<file path="config.mk">
export PLATFORM = sky130hd
export DESIGN_NAME = sorted_list_table
export DESIGN_NICKNAME = d
export VERILOG_FILES = /design/src/design/slt_pkg.sv /design/src/design/sorted_list_table.sv /design/src/design/slt_ram.sv
export SDC_FILE = /design/constraint.sdc
export NUM_CORES = 1
export LEC_CHECK = 0
export ABC_AREA = 1
export BUFFER_PORTS_ARGS = -buffer_cell sky130_fd_sc_hd__buf_2
export CAP_MARGIN = 20
export CORE_UTILIZATION = 30
export CTS_CLUSTER_DIAMETER = 30
export CTS_CLUSTER_SIZE = 20
export DETAILED_ROUTE_END_ITERATION = 10
export PLACE_DENSITY = 0.53
export SLEW_MARGIN = 20
export SYNTH_ARGS = -nofsm -noshare
export SYNTH_HDL_FRONTEND = slang
export SYNTH_HIERARCHICAL = 1
export SYNTH_SLANG_ARGS = --single-unit
</file>
<file path="constraint.sdc">
create_clock -name clk -period 4.9 [get_ports clk]
set_clock_uncertainty 0.2 [all_clocks]
set_input_delay 0 -clock clk [delete_from_list [all_inputs] [get_ports clk]]
set_output_delay 0 -clock clk [all_outputs]
set_load 0.01 [all_outputs]
</file>
<file path="src/design/slt_pkg.sv">
// shared types and constants for the sorted list table
`default_nettype none
package slt_pkg;

  localparam int DEPTH = 16;
  localparam int AW    = (DEPTH > 1) ? $clog2(DEPTH) : 1;
  localparam int CW    = $clog2(DEPTH + 1);
  localparam int CMPW  = (CW > 4) ? CW : 4;

  typedef enum logic [1:0] {
    KIND_INSERT   = 2'd0,
    KIND_READ     = 2'd1,
    KIND_RM_VALUE = 2'd2,
    KIND_RM_POS   = 2'd3
  } slt_kind_t;

  typedef enum logic [2:0] {
    ST_OK       = 3'd0,
    ST_FULL     = 3'd1,
    ST_EMPTY    = 3'd2,
    ST_BADPOS   = 3'd3,
    ST_NOTFOUND = 3'd4
  } slt_status_t;

  typedef struct packed {
    slt_kind_t          kind;
    logic signed [31:0] value;
    logic [3:0]         position;
  } slt_in_t;

  typedef struct packed {
    slt_status_t        status;
    logic signed [31:0] data;
    logic [4:0]         count;
  } slt_out_t;

endpackage
`default_nettype wire

</file>
<file path="src/design/sorted_list_table.sv">
// sorted list table: ascending list of signed values kept in one ram
// a rejected request (full, empty, bad position) gives its result in the cycle after start
// read: ram read, then result; insert: shifts larger entries up from the end, one ram write each
// removals: find the value or go to the position, then move each later entry down one place
// busy is high while a request walks the ram; a new item is taken only while idle, the next one
// can be taken in the cycle its result shows; results cannot be stalled
// synchronous active-low reset empties the list; ram contents are not cleared
`default_nettype none
module sorted_list_table
  import slt_pkg::*;
(
  input  wire logic    clk,
  input  wire logic    rst_n,
  input  wire logic    start,
  output logic         busy,
  input  wire slt_in_t in_item,
  output logic         out_valid,
  output slt_out_t     out_item
);

  typedef enum logic [2:0] {
    S_IDLE,
    S_INS,
    S_INS_PUT,
    S_READ,
    S_FIND,
    S_SHIFT
  } state_t;

  state_t              state_r, state_nxt;
  logic [CW-1:0]       used_r, used_nxt;
  logic [CW-1:0]       idx_r, idx_nxt;
  logic signed [31:0]  val_r;
  logic                out_valid_r;
  slt_out_t            out_r, out_nxt;

  logic                ram_we;
  logic [AW-1:0]       ram_waddr, ram_raddr;
  logic [31:0]         ram_wdata, ram_rdata;

  logic                fin;
  slt_status_t         fin_status;
  logic signed [31:0]  fin_data;
  logic [CMPW-1:0]     posx, usedx;

  slt_ram #(
    .WIDTH (32),
    .DEPTH (DEPTH)
  ) u_entries (
    .clk   (clk),
    .we    (ram_we),
    .waddr (ram_waddr),
    .wdata (ram_wdata),
    .raddr (ram_raddr),
    .rdata (ram_rdata)
  );

  assign busy  = (state_r != S_IDLE);
  assign posx  = CMPW'(in_item.position);
  assign usedx = CMPW'(used_r);

  always_comb begin
    state_nxt  = state_r;
    used_nxt   = used_r;
    idx_nxt    = idx_r;
    ram_we     = 1'b0;
    ram_waddr  = AW'(idx_r);
    ram_wdata  = ram_rdata;
    ram_raddr  = '0;
    fin        = 1'b0;
    fin_status = ST_OK;
    fin_data   = '0;

    unique case (state_r)
      S_IDLE: begin
        if (start) begin
          unique case (in_item.kind)
            KIND_INSERT: begin
              if (used_r == CW'(DEPTH)) begin
                fin        = 1'b1;
                fin_status = ST_FULL;
              end else if (used_r == '0) begin
                ram_we    = 1'b1;
                ram_waddr = '0;
                ram_wdata = in_item.value;
                used_nxt  = used_r + CW'(1);
                fin       = 1'b1;
              end else begin
                ram_raddr = AW'(used_r - CW'(1));
                idx_nxt   = used_r;
                state_nxt = S_INS;
              end
            end
            KIND_READ: begin
              if (posx >= usedx) begin
                fin        = 1'b1;
                fin_status = ST_BADPOS;
              end else begin
                ram_raddr = AW'(posx);
                state_nxt = S_READ;
              end
            end
            KIND_RM_VALUE: begin
              if (used_r == '0) begin
                fin        = 1'b1;
                fin_status = ST_EMPTY;
              end else begin
                ram_raddr = '0;
                idx_nxt   = '0;
                state_nxt = S_FIND;
              end
            end
            KIND_RM_POS: begin
              if (posx >= usedx) begin
                fin        = 1'b1;
                fin_status = ST_BADPOS;
              end else if (usedx - posx == CMPW'(1)) begin
                // last entry: nothing to move down
                used_nxt = used_r - CW'(1);
                fin      = 1'b1;
              end else begin
                ram_raddr = AW'(posx + CMPW'(1));
                idx_nxt   = CW'(posx);
                state_nxt = S_SHIFT;
              end
            end
            default: ;
          endcase
        end
      end
      S_INS: begin
        // rdata holds entries[idx-1]
        if ($signed(val_r) < $signed(ram_rdata)) begin
          ram_we    = 1'b1;
          ram_waddr = AW'(idx_r);
          ram_wdata = ram_rdata;
          idx_nxt   = idx_r - CW'(1);
          ram_raddr = AW'(idx_r - CW'(2));
          if (idx_r == CW'(1)) begin
            state_nxt = S_INS_PUT;
          end
        end else begin
          ram_we    = 1'b1;
          ram_waddr = AW'(idx_r);
          ram_wdata = val_r;
          used_nxt  = used_r + CW'(1);
          fin       = 1'b1;
        end
      end
      S_INS_PUT: begin
        ram_we    = 1'b1;
        ram_waddr = '0;
        ram_wdata = val_r;
        used_nxt  = used_r + CW'(1);
        fin       = 1'b1;
      end
      S_READ: begin
        fin      = 1'b1;
        fin_data = ram_rdata;
      end
      S_FIND: begin
        // next entry is fetched either way: it feeds the shift on a match
        ram_raddr = AW'(idx_r + CW'(1));
        if (ram_rdata == val_r) begin
          if (idx_r + CW'(1) < used_r) begin
            state_nxt = S_SHIFT;
          end else begin
            used_nxt = used_r - CW'(1);
            fin      = 1'b1;
          end
        end else if (idx_r + CW'(1) == used_r) begin
          fin        = 1'b1;
          fin_status = ST_NOTFOUND;
        end else begin
          idx_nxt = idx_r + CW'(1);
        end
      end
      S_SHIFT: begin
        // rdata holds entries[idx+1], move it down one place
        ram_we    = 1'b1;
        ram_waddr = AW'(idx_r);
        ram_wdata = ram_rdata;
        ram_raddr = AW'(idx_r + CW'(2));
        if (idx_r + CW'(2) < used_r) begin
          idx_nxt = idx_r + CW'(1);
        end else begin
          used_nxt = used_r - CW'(1);
          fin      = 1'b1;
        end
      end
      default: begin
        state_nxt = S_IDLE;
      end
    endcase

    if (fin) begin
      state_nxt = S_IDLE;
    end

    out_nxt.status = fin_status;
    out_nxt.data   = fin_data;
    out_nxt.count  = 5'(used_nxt);
  end

  always_ff @(posedge clk) begin
    if (!rst_n) begin
      state_r     <= S_IDLE;
      used_r      <= '0;
      out_valid_r <= 1'b0;
    end else begin
      state_r     <= state_nxt;
      used_r      <= used_nxt;
      out_valid_r <= fin;
    end
    idx_r <= idx_nxt;
    if (state_r == S_IDLE && start) begin
      val_r <= in_item.value;
    end
    if (fin) begin
      out_r <= out_nxt;
    end
  end

  assign out_valid = out_valid_r;
  assign out_item  = out_r;

endmodule
`default_nettype wire

</file>
<file path="src/design/slt_ram.sv">
// generic single write, single read ram with registered read data
`default_nettype none
module slt_ram #(
  parameter int WIDTH = 32,
  parameter int DEPTH = 16
) (
  input  wire logic                                   clk,
  input  wire logic                                   we,
  input  wire logic [((DEPTH > 1) ? $clog2(DEPTH) : 1)-1:0] waddr,
  input  wire logic [WIDTH-1:0]                       wdata,
  input  wire logic [((DEPTH > 1) ? $clog2(DEPTH) : 1)-1:0] raddr,
  output logic      [WIDTH-1:0]                       rdata
);

  logic [WIDTH-1:0] mem [DEPTH];
  logic [WIDTH-1:0] rdata_r;

  always_ff @(posedge clk) begin
    if (we) begin
      mem[waddr] <= wdata;
    end
    rdata_r <= mem[raddr];
  end

  assign rdata = rdata_r;

endmodule
`default_nettype wire

</file>
After elaboration in Yosys (flattened, before gate mapping)
Memories as Yosys holds them, arrays and structs flattened. A register that Yosys moved wholly into a read port is not among the register bits.
Cells that the tools add are included.
{ "op_classes": {"reduce_logical": 13, "bitwise_logic": 2, "muxes": 83, "order_cmp": 4, "n_addsub": 8, "eq_ne": 28} }
{ "ops": {"columns": ["cell", "count"], "rows": [
  ["$mux W32", 5],
  ["$pmux W32 S3", 1],
  ["$mux W5", 19],
  ["$mux W4", 11],
  ["$mux W3", 14],
  ["$eq A32 B32 Y1", 1],
  ["$lt A32 B32 Y1", 1],
  ["$pmux W4 S4", 2],
  ["$pmux W5 S5", 1],
  ["$pmux W3 S4", 2],
  ["$reduce_and A12 Y1", 2],
  ["$pmux W5 S4", 1],
  ["$ne A3 B3 Y1 const B", 6],
  ["$mux W1", 17],
  ["$ne A2 B2 Y1 const B", 8],
  ["$pmux W5 S3", 1],
  ["$add A5 B1 Y5 const B", 2],
  ["$eq A5 B1 Y1 const B", 2],
  ["$lt A5 B5 Y1", 2],
  ["$pmux W5 S2", 1],
  ["$sub A5 B1 Y5 const B", 2],
  ["$pmux W3 S3", 1],
  ["$pmux W4 S2", 1],
  ["$eq A3 B2 Y1 const B", 2],
  ["other kinds (26)", 33]
]} }
{ "word_totals": {"reg_bits": 86, "output_inout_bits": 42, "mem_bits_rw": 512, "n_memories": 1} }
{ "mem_list": {"columns": ["name", "words", "word_bits", "read_ports", "rd_clocked_by_memory_dff", "write_ports", "line", "text"], "rows": [
  ["u_entries.mem", 16, 32, 1, 1, 1, "slt_ram.sv:15", "logic [WIDTH-1:0] mem [DEPTH];"]
]} }

Longest topological paths before layout
{ "logic_depth": {"word_depth": 8, "ltp_mapped": 26} }

Modules after synthesis
Netlist, hierarchy kept.
{ "modules_own_cells": {"columns": ["mod", "area_per_inst_um2", "cells_per_inst", "seq_area_each_um2", "instances"], "rows": [
  ["slt_ram", 22744.3, 2120, 16015.4, 1],
  ["sorted_list_table", 6850.3, 892, 2492.4, 1]
]} }

Worst setup path after synthesis
Ideal clock, no wire load.
{ "synth_timing": {"path_kind": "register to register", "start": "register state_r[2]", "end": "memory u_entries.mem[10][0] (enable)", "n_path_buf": 0, "period_less_slack_ps": 4097, "t_required_ps": 4279, "stages_incl_launch_ff": 11, "arrival_time_ps": 3475, "setup_slack_ps": 803, "setup_ps": 421, "path_cell_list": "dfxtp_1 -> nor2_2 -> inv_1 -> nor2_4 -> inv_2 -> nor2_4 -> inv_2 -> nor2_1 -> nor3_1 -> nand3b_1 -> nor2_1"} }
{ "synth_rtl": {"columns": ["element", "line", "text"], "rows": [
  ["from (decl)", "sorted_list_table.sv:30", "state_t state_r, state_nxt;"],
  ["from (signal assigned)", "sorted_list_table.sv:211", "state_r <= state_nxt;"],
  ["$eq A3 B2 Y1 or $logic_not A3 Y1 (tied branches)", "sorted_list_table.sv:74", "unique case (state_r)"],
  ["$pmux W4 S2 *", "sorted_list_table.sv:74", null],
  ["net ram_waddr[2]", "sorted_list_table.sv:38", "logic [AW-1:0] ram_waddr, ram_raddr;"],
  ["to (decl)", "slt_ram.sv:15", null]
]} }
The timed path passes the listed nets; every way through them passes the cells marked *.

Final worst setup path
{ "layout_timing": {"start": "register used_r[0]", "end": "register u_entries.rdata_r[29] (netlist: u_entries/rdata[29]) (read register of u_entries.mem)"} }
{ "layout_between": {"elab_chain_cells": 7} }
{ "layout_lines": {"columns": ["element", "line", "text"], "rows": [
  ["from (decl)", "sorted_list_table.sv:31", "logic [CW-1:0] used_r, used_nxt;"],
  ["from (signal assigned)", "sorted_list_table.sv:212", "used_r <= used_nxt;"],
  ["$sub A5 B4 Y5", "sorted_list_table.sv:117", "end else if (usedx - posx == CMPW'(1)) begin"],
  ["$eq A5 B1 Y1", "sorted_list_table.sv:117", null],
  ["$mux W4", "sorted_list_table.sv:117", null],
  ["$mux W4", "sorted_list_table.sv:114", "if (posx >= usedx) begin"],
  ["$pmux W4 S4 *", "sorted_list_table.sv:77", "unique case (in_item.kind)"],
  ["$mux W4 *", "sorted_list_table.sv:76", "if (start) begin"],
  ["$pmux W4 S4 *", "sorted_list_table.sv:74", null],
  ["net ram_raddr[0]", "sorted_list_table.sv:38", null],
  ["to (decl)", "slt_ram.sv:16", "logic [WIDTH-1:0] rdata_r;"]
]} }
Marks and branches as above.
A chain may end at the register's enable or synchronous reset.

==> qor.txt <==
Outcome = completed
Vias = 21420
CTS Buf Count = 114
Worst slew margin relative to its limit = 0.3189
Die area = 99910 um2
Top post-synthesis cells by area = edfxtp_1, nand2_1, nand3_1
Syn Nets = 3114
Post-DP HPWL = 49820 um
Total iterations of the first detailed-routing run = 5
RSZ-0062 raised after global routing = false
# rows = 114
Drt total wl = 87050 um
Pins Over Slew Limit = 0
Worst-path fanout max = 76
Highest clock rate = 0.2361 GHz
Root buffer cell = clkbuf_16
Post-synthesis cell area = 29590 um2
Share of cells above drive strength 1 = 0.1260
Min-delay src = in_item[1]
Fin nets = 3319
Congestion Overflow GR = 0
Io pins = 83
Area Overhead vs Synth = 22.67%
Worst Path Required = 5.29 ns
Worst setup slack after layout = 0.6638 ns
Period minus WS final = 4.236 ns
Worst VDD drop = 0.4306 mV
Synth top area share = 0.5976
Register area share after synthesis = 0.6254
Skew-Pair Late Insertion Delay = 0.67 ns
Crit path from = used_r[0]
PwrDens = 586.7 nW/um2
PortBufs = 82
CTS tree = yes
Initial Util = 0.3047
Initial antenna violation count = 1
Synth unique cells = 52
Pre-CTS setup slack = 0.7639 ns
Post-CTS setup buffer count = 0
Clock Sinks = 630
Ys Warns = 6
Post-synth EDFFs = 589
Post-synth top cells = nand2_1, edfxtp_1, inv_1, nand3_1, nor2_1
Leak = 15.46 nW
Placed Instances = 4302
Min-delay worst type = in -> reg
WL/cell = 18.95 um
Starting DRC count in detailed routing = 1927
Period utilization = 0.8645
Setup TNS = 0 ns
Reg-to-Reg Start = used_r[0]
Most frequent cell after synthesis = nand2_1
FF-to-FF setup slack = 0.66 ns
Ys async rst share = 0
Avg Synthesized Cell Area = 9.826 um2
Max-Cap Viols = 0
Worst Setup Path Type = reg -> reg
Ant. Diodes = 0
Vias per cell = 4.663
Die Ht = 316.1 um
Clk buf depth = 3
Post-route ant nets = 0
Pin count of the biggest net entering global routing = 145
Core ar. = 97140 um2
Clk slew on worst S/H paths = 0.05 ns
Worst Path Arrival = 4.62 ns
H-tree depth = 3
Startpoint types = flip-flop
Synth Flop Type = edfxtp_1
Cells after Synth = 3012
Worst slew pin tran = 1.022 ns
Global Route Usage Sum = 0.1734
Number of global-route vias before repair = 20740
Drt drc = 0
Setup violators final = 0
Chip width = 316.1 um
Final count of hold timing violations = 0
CP Capture Type = flip-flop
Final cell count without fillers = 4594
GP Congestion = 0.8867
Post-synthesis register bit count = 630
Post-synth top area cell = edfxtp_1
Global-route wire length before repair = 129900 um
==> cell usage in the layout (no fill, tap or decap), types with 5 or more instances in the layout <==
cell type / n
inv_1: 498
clkinv_1: 10
dlygate4sd3_1: 75
nor2_2: 8
inv_2: 8
clkbuf_1: 14
o21ai_0: 66
clkinv_4: 16
nand2_2: 11
buf_12: 14
clkbuf_8: 5
o21ai_1: 5
nand3_2: 10
nand3_1: 469
nor2_1: 65
nand4_1: 10
ha_1: 61
clkinv_2: 17
xor2_1: 9
clkinvlp_4: 17
nor2_4: 19
a21oi_1: 51
clkbuf_16: 118
edfxtp_1: 589
bufinv_16: 14
o2111ai_1: 6
nor3_1: 7
o211ai_1: 5
buf_4: 52
dfxtp_1: 41
buf_2: 82
nand2_1: 888
==> metrics by stage <==
stage                     hold slack, ns  total power, mW    util  area [um2]
after global placement          0.003165            13.32  0.3249       31560
after detailed placement       -0.003326            13.36  0.3251       31580
after floorplan                  -0.1024            11.34       -       29590
final                             0.1245            21.30  0.3737       36300
after global routing              0.1404            22.32  0.3737       36300
after CTS                        0.08343            21.43  0.3737       36300
==> worst max-delay path, stage by stage, from the launching register on <==
cell	delay, ns
dfxtp_1	0.30
inv_1	0.26
ha_1	0.26
o21ai_0	0.11
o21ai_0	0.43
nand3_2	0.29
and2_1	0.30
nand3_1	0.09
nand3_1	0.08
o2111ai_1	0.19
nand3_4	0.21
inv_8	0.43
buf_12	0.32
nand2_1	0.08
nand2_1	0.08
nand2_1	0.05
nand3_1	0.10
nand3_1	0.10
nand2_1	0.17
==> sequential cells by signal, indices dropped and copies added (netlist names) <==
| signal | cells |
|---|---|
| idx_r | 5 |
| out_item | 40 |
| out_valid | 1 |
| state_r | 3 |
| u_entries/mem | 512 |
| u_entries/rdata | 32 |
| used_r | 5 |
| val_r | 32 |
==> area by class of cell <==
| cell class | count | area (um2) |
|---|---|---|
| clock buffer | 137 | 3074 |
| clock inverter | 80 | 898.4 |
| fill | 9562 | 60830 |
| inverter | 508 | 1917 |
| multi-input combinational | 1740 | 8477 |
| sequential | 630 | 18510 |
| tap | 1276 | 1597 |
| timing repair buffer | 223 | 1832 |
==> where the power goes <==
part / internal [mW] / switching [mW]
clock network: 5.22 / 2.76
registers: 7.54 / 0.250
logic: 1.44 / 4.08
==> routing by layer <==
metal  GRT usage  wire [um]
met1      0.2206      37100
met3     0.03159       5656
met5           0          0
met2      0.2922      41570
met4     0.06588       2718
==> cells by family (layout without fill, tap and decap cells) <==
family	after synthesis	after routing	synth area share
AO/OA/AOI/OAI	163	163	0.03158
XOR/XNOR	11	11	0.003256
adder cells (fa/ha/maj)	61	61	0.02579
buffers and inverters	642	948	0.09436
flip-flops	630	630	0.6254
AND/OR/NAND/NOR	1505	1505	0.2196
==> timing repair <==
| item | in CTS | in global routing |
|---|---|---|
| endpoints found under the setup margin | 0 | 0 |
| resized for setup | 0 | 0 |
| hold buffers | 75 | 0 |
| hold endpoints to repair | 226 | 0 |
==> path summary, 6_finish.rpt <==
path                         end  cells past startpoint
max reg2reg  u_entries/rdata[29]                     18
max          u_entries/rdata[29]                     18
min reg2reg           state_r[2]                      2
min                     idx_r[1]                      4
No activity file was read; power rests on OpenSTA's default activity.
